## src/rtl/acpu_pkg.sv

```systemverilog
// Shared types and constants for the pheromone trail update block.
// Used by acpu_front, acpu_back and ant_colony_pheromone_update.
package acpu_pkg;

    localparam int MAX_VERTICES_DEF  = 256;
    localparam int FRACTION_BITS_DEF = 24;
    localparam int CNT_W             = 9;
    localparam int VTX_W             = 8;
    localparam int DATA_W            = 32;
    localparam int STEP_W            = 5;
    localparam logic [CNT_W-1:0] VC_RESET = 9'd256;

    localparam logic [2:0] A_SET_ADJ = 3'd0;
    localparam logic [2:0] A_LOAD    = 3'd1;
    localparam logic [2:0] A_CLOSE   = 3'd2;
    localparam logic [2:0] A_END     = 3'd3;
    localparam logic [2:0] A_RD_PH   = 3'd4;
    localparam logic [2:0] A_RD_BEST = 3'd5;

    typedef struct packed {
        logic [2:0]       action;
        logic [VTX_W-1:0] row_vertex;
        logic [VTX_W-1:0] col_vertex;
        logic             edge_present;
        logic [VTX_W-1:0] vertex_colour;
        logic [CNT_W-1:0] colour_count;
    } t_in;

    typedef struct packed {
        logic [DATA_W-1:0] read_value;
        logic              improved;
        logic [CNT_W-1:0]  best_count;
        logic              bad_count;
    } t_out;

    typedef struct packed {
        t_in  item;
        logic row_ok;
        logic col_ok;
    } t_cmd;

    typedef struct packed {
        logic             init_done;
        logic [CNT_W-1:0] n;
    } t_bstat;

    typedef enum logic [3:0] {
        S_INIT, S_IDLE, S_DIV, S_CL_RD, S_CL_WR, S_EC_RD, S_EC_WR, S_RD, S_OUT
    } t_state;

endpackage

```

## src/rtl/acpu_front.sv

```systemverilog
// Front end: accepts items, range-checks vertex indexes, queues them.
// Depends on acpu_pkg.
module acpu_front (
    input  logic            i_clk,
    input  logic            i_rst_n,
    input  logic            i_valid,
    output logic            o_ready,
    input  acpu_pkg::t_in   i_data,
    input  acpu_pkg::t_bstat i_stat,
    output logic            o_qvalid,
    output acpu_pkg::t_cmd  o_qcmd,
    input  logic            i_pop
);
    import acpu_pkg::*;

    t_cmd       r_q [2];
    logic       r_wp, r_rp;
    logic [1:0] r_cnt;
    t_cmd       w_cmd;
    logic       w_push;

    assign o_ready  = (r_cnt != 2'd2) && i_stat.init_done;
    assign w_push   = i_valid && o_ready;
    assign o_qvalid = (r_cnt != 2'd0);
    assign o_qcmd   = r_q[r_rp];

    always_comb begin
        w_cmd.item   = i_data;
        w_cmd.row_ok = {1'b0, i_data.row_vertex} < i_stat.n;
        w_cmd.col_ok = {1'b0, i_data.col_vertex} < i_stat.n;
    end

    always_ff @(posedge i_clk) begin
        if (w_push) begin
            r_q[r_wp] <= w_cmd;
        end
    end

    always_ff @(posedge i_clk) begin
        if (!i_rst_n) begin
            r_wp  <= 1'b0;
            r_rp  <= 1'b0;
            r_cnt <= 2'd0;
        end else begin
            if (w_push) begin
                r_wp <= ~r_wp;
            end
            if (i_pop) begin
                r_rp <= ~r_rp;
            end
            case ({w_push, i_pop})
                2'b10:   r_cnt <= r_cnt + 2'd1;
                2'b01:   r_cnt <= r_cnt - 2'd1;
                default: r_cnt <= r_cnt;
            endcase
        end
    end

endmodule

```

## config.mk

```make
export PLATFORM = sky130hd
export DESIGN_NAME = acpu_front
export DESIGN_NICKNAME = d
export VERILOG_FILES = /design/src/rtl/acpu_pkg.sv /design/src/rtl/acpu_front.sv
export SDC_FILE = /design/constraint.sdc
export NUM_CORES = 1
export LEC_CHECK = 0
export BUFFER_PORTS_ARGS = -buffer_cell sky130_fd_sc_hd__buf_4
export CAP_MARGIN = 20
export CELL_PAD_IN_SITES_DETAIL_PLACEMENT = 0
export CELL_PAD_IN_SITES_GLOBAL_PLACEMENT = 2
export CORE_ASPECT_RATIO = 0.7
export CORE_MARGIN = 2
export CORE_UTILIZATION = 35
export DETAILED_ROUTE_END_ITERATION = 16
export PLACE_DENSITY = 0.76
export RECOVER_POWER = 100
export SKIP_CTS_REPAIR_TIMING = 1
export SLEW_MARGIN = 10
export SYNTH_ARGS = -nofsm -noshare
export SYNTH_HDL_FRONTEND = slang
export SYNTH_SLANG_ARGS = --single-unit
```

## constraint.sdc

```tcl
create_clock -name i_clk -period 5.3 [get_ports i_clk]
set_clock_uncertainty 0.15 [all_clocks]
set_input_delay 0.795 -clock i_clk [delete_from_list [all_inputs] [get_ports i_clk]]
set_output_delay 0.795 -clock i_clk [all_outputs]
set_load 0.05 [all_outputs]
```

---- Yosys cells after proc, flatten, opt, wreduce, memory -nomap -nowiden ----
Memories as Yosys holds them, arrays and structs flattened. A register that Yosys moved wholly into a read port is not among the register bits.
Index checks and enable logic that the tools add are counted.
Widths: inputs -> output; s select.
cells by class
  $mul .................................... 0
  bitwise logic cells ..................... 2
  equality and inequality tests ........... 3
  shift-type cells ........................ 0
  magnitude comparators ................... 2
  div/mod/pow operators ................... 0
  add/sub/neg operators ................... 2
  multiplexer cells ....................... 5
  reductions and logical operators ........ 4
operators by type and width
  operator             number
  $lt 8x9->1           2
  $mux 1               4
  $pmux 2 s2           1
  $reduce_bool 2->1    2
  $add 2x1->2 const B  1
  $eq 2x1->1 const B   1
  $eq 2x2->1 const B   1
  $logic_and 1x1->1    2
  $ne 2x2->1 const B   1
  $not 1->1            2
  $sub 2x1->2 const B  1
word-level totals
  word-level logic and storage cells ...... 22
  output and inout port bits .............. 41
  ROM bits ................................ 0
  input port bits ......................... 51
  RAM bits ................................ 78
  flip-flop bits (word level) ............. 4
  memories kept ........................... 1
  latch bits .............................. 0
memories
  name  depth  width  read ports  clocked after Yosys merged registers in  wr ports  line              source
  r_q   2      39     1           1                                        1         acpu_front.sv:16  t_cmd r_q [2];

---- Longest topological paths before layout ----
Gate-level depths: netlist (run 1).
  word-level depth ........................ 5
  depth in mapped cells ................... 6
  mapped depth without buffers ............ 6

---- Least setup slack after synthesis (run 1) ----
Ideal clock, no wire load.
  kind .................................... input-to-reg
  from .................................... input i_stat[9] in the netlist's numbering
  to ...................................... memory r_q[1][0] in the netlist's numbering, enable pin
  path slack .............................. 1.616 ns
  stages on the path ...................... 2
  library setup time ...................... 0.400 ns
  data arrival time ....................... 3.134 ns
  data required time ...................... 4.750 ns
  path buffers ............................ 0
  path through ............................ a21boi_0 -> and3_1
on the way
  longest elaborated chain between the ends .. 4
ends and longest elaborated chain
  what                          line              source
  start: declaration            acpu_front.sv:9   input acpu_pkg::t_bstat i_stat,
  $logic_and 1x1->1             acpu_front.sv:22  assign o_ready = (r_cnt != 2'd2) && i_stat.init_done;
  $logic_and 1x1->1             acpu_front.sv:23  assign w_push = i_valid && o_ready;
  $mux 1                        acpu_front.sv:34  if (w_push) begin
  $mux 1 (not written as such)  acpu_front.sv:35  r_q[r_wp] <= w_cmd;
  end: declaration              acpu_front.sv:16
Every way passes these cells.

==> results of run 1 <==
## synth_stat cells, types with 3 or more instances
master,instances
and2_1,4
mux2_2,39
ha_1,15
a21oi_1,4
o21ai_0,3
buf_2,3
nor2_1,4
edfxtp_1,78
inv_1,9
dfxtp_1,5
## path summary, 6_finish.rpt
path | startpoint | endpoint | slack (ns) | cells after the start
worst max-delay path | flop | o_qcmd[17] | 1.55 | 2
worst max register to register | r_cnt[0] | r_q[0][38] | 1.87 | 3
worst min-delay path | r_cnt[1] | r_cnt[1] | 0.36 | 2
worst min register to register | r_cnt[1] | r_cnt[1] | 0.36 | 2
## flip-flops by register name (all words and copies together), names as in the netlist, named ones only
signal and count:
r_q 78, r_rp 1, r_wp 1, r_cnt 2
## layout make-up
cell class	instances	area [um^2]
flip-flops and latches	83	2440
clock buffers	10	229
fillers	888	4940
well taps	124	155
multi-input cells	90	863
inverters	9	33.8
clock inverters	6	65.1
repair buffers	92	484
## power breakdown
group	internal (mW)	switching (mW)
logic	0.0823	0.182
registers	0.754	0.0207
clock network	0.365	0.242
## critical path, cell delays in order (launching register included)
cell	delay, ns
dfxtp_1	1.57
mux2_2	0.39
clkbuf_1	0.49
## layer usage
layer	share of wire (%)	vias to the layer above
met1	47	885
met4	1.7	0
met3	8.7	10
met2	42	70
met5	0	-
li1	-	922
## through the flow
stage | worst slack (ns) | utilization (%) | hold slack [ns] | instance area [um^2]
floorplan | 1.62 | - | 0.317 | 3370
global placement | 2.72 | 45.6 | 0.338 | 4200
detailed placement | 2.71 | 45.6 | 0.352 | 4200
CTS | 2.33 | 48.8 | 0.362 | 4500
global route | 1.33 | 46.4 | 0.441 | 4270
finish | 1.55 | 46.4 | 0.363 | 4270
## placed cells by master (no fill, tap or decap), drive strengths merged
master    count
clkbuf       83
edfxtp       78
mux2         39
buf          19
ha           15
inv          10
dfxtp         5
a21oi         4
nor2          4
and2          4
o21ai         3
clkinv        3
a21boi        2
o211ai        2
a21o          2
o21a          2
xnor2         2
and3          1
nand2         1
and4b         1
nand2b        1
a211oi        1
nand4b        1
nor3b         1
a2111oi       1
o32a          1
xor2          1
or3           1
bufinv        1
clkinvlp      1
## kinds of logic (layout without fill, tap and decap cells)
family	Yosys count	count (layout)	synth area share (%)
AOI/OAI and AO/OA	18	18	3.79
xor gates and xnor gates	3	3	0.780
adders and majority gates	15	15	5.57
buffers and inverters	13	117	1.67
DFF	83	83	72.5
muxes	39	39	13.0
and+or+nand+nor	15	15	2.64
==> results.json, run 1 <==
{
  "die_x_um": 121,
  "via_per_inst": 4.56,
  "rows": 29,
  "grt_use_met1_pct": 17.2,
  "synthesis.area_per_instance_um2": 18.1,
  "clk_pin_slew_ns": 0.06,
  "setup_viol": 0,
  "grt_most_used_layer": "met2",
  "grt_overflow": 0,
  "postSynthCellCount": 186,
  "cts_max_path_buffers": 2,
  "design_power_total_mw": 1.65,
  "power_density_nw_per_um2": 385,
  "fin_crit_sh_pct": 70.8,
  "core_area_um2": 9220,
  "start_util_pct": 36.5,
  "syn-cell-area_um2": 3370,
  "max_freq_mhz": 267,
  "rsz0062_at_grt": "false",
  "syn_to_final_growth_pct": 26.9,
  "grt_pass1_vias": 1951,
  "ys_warn_count": 0,
  "leakage_nw": 1.53,
  "ant_nets": 0,
  "vdd_drop_max_uv": 199,
  "maxSlewHeadroom_pct": -30.3,
  "layout.cells.non_filler": 414,
  "cts_sinks": 83,
  "slew_viol_final": 100,
  "synth-async-reset-ratio_pct": 0,
  "hp-class": "reg -> reg",
  "start_kind": "flop",
  "grt_max_degree": 40,
  "setup_tns_ns": 0,
  "seq_area_frac_synth_pct": 72.5,
  "cts_max_level": 3,
  "synth-edff-count": 78,
  "place_hpwl_um": 4260,
  "cts_tree": "done",
  "gp_congestion": 0.707,
  "worst_pin_slew_ns": 1.95,
  "antenna_found_initial": 0,
  "cts_root_buf": "clkbuf_16",
  "drive_above_1_share_pct": 29.3,
  "use_met3_pct": 5.65,
  "portBuffers": 91,
  "drc": 0,
  "drtIter0Drc": 86,
  "path_class": "reg -> out",
  "grt_pass1_wl_um": 9960,
  "end_kind": "output pin",
  "wl_per_cell_um": 15.4,
  "critPathArrivalTime_ns": 2.80,
  "vias": 1887,
  "status": "finished, violations left",
  "cts_buffers": 9,
  "synth.top_cell.area_share_pct": 69.5,
  "grt.total_usage_pct": 13.0,
  "dp_cells": 398,
  "diodes": 0,
  "worst_skew_pair.late_latency_ns": 0.34,
  "hold_violations": 0,
  "ys_types": 28,
  "required_ns": 4.36,
  "synth_flop_cell": "edfxtp_1",
  "drt_wl_total_um": 6360,
  "drv_cap": 3,
  "pin_count": 92,
  "dieArea_um2": 10400,
  "synth_top_area_cell": "edfxtp_1",
  "chipHeight_um": 86.1,
  "finalNetCount": 351,
  "violations": "capacitance limit, slew limit",
  "grt_util_met2_pct": 18.9,
  "ys_top_cells_by_area": "edfxtp_1 (70%), mux2_2 (13%), ha_1 (5.6%)",
  "drt_pre_antenna_iters": 4,
  "cp_max_fo": 39,
  "syn-num-nets": 252,
  "ys_seq_elements": 83,
  "post-route-min-period_ns": 3.75
}
No activity file was read; power rests on OpenSTA's default activity.
==> run 2, diff against run 1 <==
==> constraint.sdc (replaced) <==
create_clock -name i_clk -period 3.9 [get_ports i_clk]
set_clock_uncertainty 0.15 [all_clocks]
set_input_delay 0.585 -clock i_clk [delete_from_list [all_inputs] [get_ports i_clk]]
set_output_delay 0.585 -clock i_clk [all_outputs]
set_load 0.05 [all_outputs]
==> run 2 against run 1 <==
Against the previous run:
- the flow still finishes with violations (capacitance limit, slew limit)
- sequential power rose by 35%
- via count down 0.64%
- global-route usage fell by 0.38 points
- setup slack lost 0.51 ns
- cell count is 0.24% lower
- total power increased by 36%
- hold slack got worse by 0.053 ns
- largest cell class unchanged
- critical endpoint is now o_qcmd[26]
- flip-flop and latch count stayed put
- die area is the same
- highest routed layer unchanged
- register-to-register slack got worse by 0.73 ns
- final area grew 0.15%
- critical path type unchanged
- routed wire length decreased by 1.7%
==> results.json, run 2 (synthesis results as in run 1) <==
{
  "status": "finished, violations left",
  "violations": "capacitance limit, slew limit",
  "via_per_inst": 4.54,
  "drtIter0Drc": 102,
  "critPathArrivalTime_ns": 2.12,
  "cts_max_level": 3,
  "grt_overflow": 0,
  "dp_slack_ns": 1.50,
  "leakage_nw": 1.53,
  "end_kind": "output pin",
  "worst_pin_slew_ns": 1.89,
  "drive_above_1_share_pct": 30.4,
  "drv_cap": 1,
  "fin_crit_sh_pct": 73.3,
  "hold_violations": 0,
  "start_kind": "flop",
  "cts_root_buf": "clkbuf_16",
  "maxSlewHeadroom_pct": -26.3,
  "max_freq_mhz": 350,
  "largest_register": "r_q",
  "cts_tree": "done",
  "hp-class": "in -> reg",
  "rows": 29,
  "drt_pre_antenna_iters": 4,
  "syn_to_final_growth_pct": 27.0,
  "wl_per_cell_um": 15.1,
  "antenna_found_initial": 0,
  "grt_max_degree": 40,
  "grt_pass1_vias": 1943,
  "slew_viol_final": 40,
  "final_cell_mix": "edfxtp_1 (78), clkbuf_1 (55), mux2_2 (34)",
  "place_hpwl_um": 4200,
  "drc": 0,
  "portBuffers": 91,
  "worst_skew_pair.late_latency_ns": 0.33,
  "fin_hold_ws_ns": 0.310,
  "cp_max_fo": 39,
  "die_x_um": 121,
  "path_class": "reg -> out",
  "dieArea_um2": 10400,
  "pin_count": 92,
  "finalNetCount": 351,
  "cts_buffers": 9,
  "post-route-util_pct": 46.4,
  "clk_pin_slew_ns": 0.06,
  "rsz0062_at_grt": "false",
  "power_density_nw_per_um2": 521,
  "final_common_cell": "edfxtp_1",
  "dp_cells": 398,
  "ant_nets": 0,
  "gp_congestion": 0.733,
  "core_area_um2": 9220,
  "drt_wl_total_um": 6250,
  "nFillCells": 872,
  "grt.total_usage_pct": 12.6,
  "vias": 1875,
  "layout_setup_ws_ns": 1.04,
  "layout.cells.non_filler": 413,
  "setup_tns_ns": 0,
  "cts_sinks": 83,
  "setup_viol": 0,
  "diodes": 0,
  "post-route-min-period_ns": 2.86,
  "multi_input_area_um2": 871,
  "chipHeight_um": 86.1,
  "required_ns": 3.16,
  "largestRegisters": "r_q (78), r_cnt (2)",
  "cts_max_path_buffers": 2,
  "vdd_drop_max_uv": 280,
  "start_util_pct": 36.5,
  "grt_pass1_wl_um": 9730,
  "layout.area.seq_um2": 2440,
  "largest_reg_flops": 78
}
[run 2: path summary, 6_finish.rpt]
kind,depth (start not counted),start,endpoint,slack (ns)
max,2,flop,o_qcmd[26],1.04
min reg2reg,2,r_cnt[1],r_cnt[1],0.37
max reg2reg,3,r_cnt[0],r_q[1][5],1.14
min,1,i_data[13],r_q[1][15],0.31
[run 2: metal layers]
layer	share of wire [%]	track usage, %	vias to the layer above
met5	0	0	-
met4	0.72	4.08	0
met3	8.4	5.19	5
met2	41	17.9	71
met1	50	17.6	882
li1	-	-	917
[run 2: critical path, cell delays in order (launching register included)]
cell and delay (ns):
dfxtp_2 0.98, mux2_2 0.32, clkbuf_1 0.49
[run 2: area by class of cell]
| type | instances | area share [%] |
|---|---|---|
| well taps | 124 | 3.63 |
| repair buffers | 92 | 11.3 |
| clock inverters | 6 | 1.55 |
| inverters | 9 | 0.789 |
| clock buffers | 9 | 5.26 |
| multi-input cells | 90 | 20.4 |
| flip-flops and latches | 83 | 57.1 |
[run 2: power by group]
group	leakage [nW]	switching, mW	total, mW	internal (mW)
Combinational	0.634	0.246	0.357	0.111
Clock	0.146	0.328	0.822	0.494
Sequential	0.755	0.0281	1.05	1.02
[run 2: per-stage QoR]
step                instance area [um^2]  power, mW
floorplan                           3370       1.33
global placement                    4200       1.48
detailed placement                  4200       1.48
CTS                                 4490       2.31
global route                        4280       2.32
finish                              4280       2.23
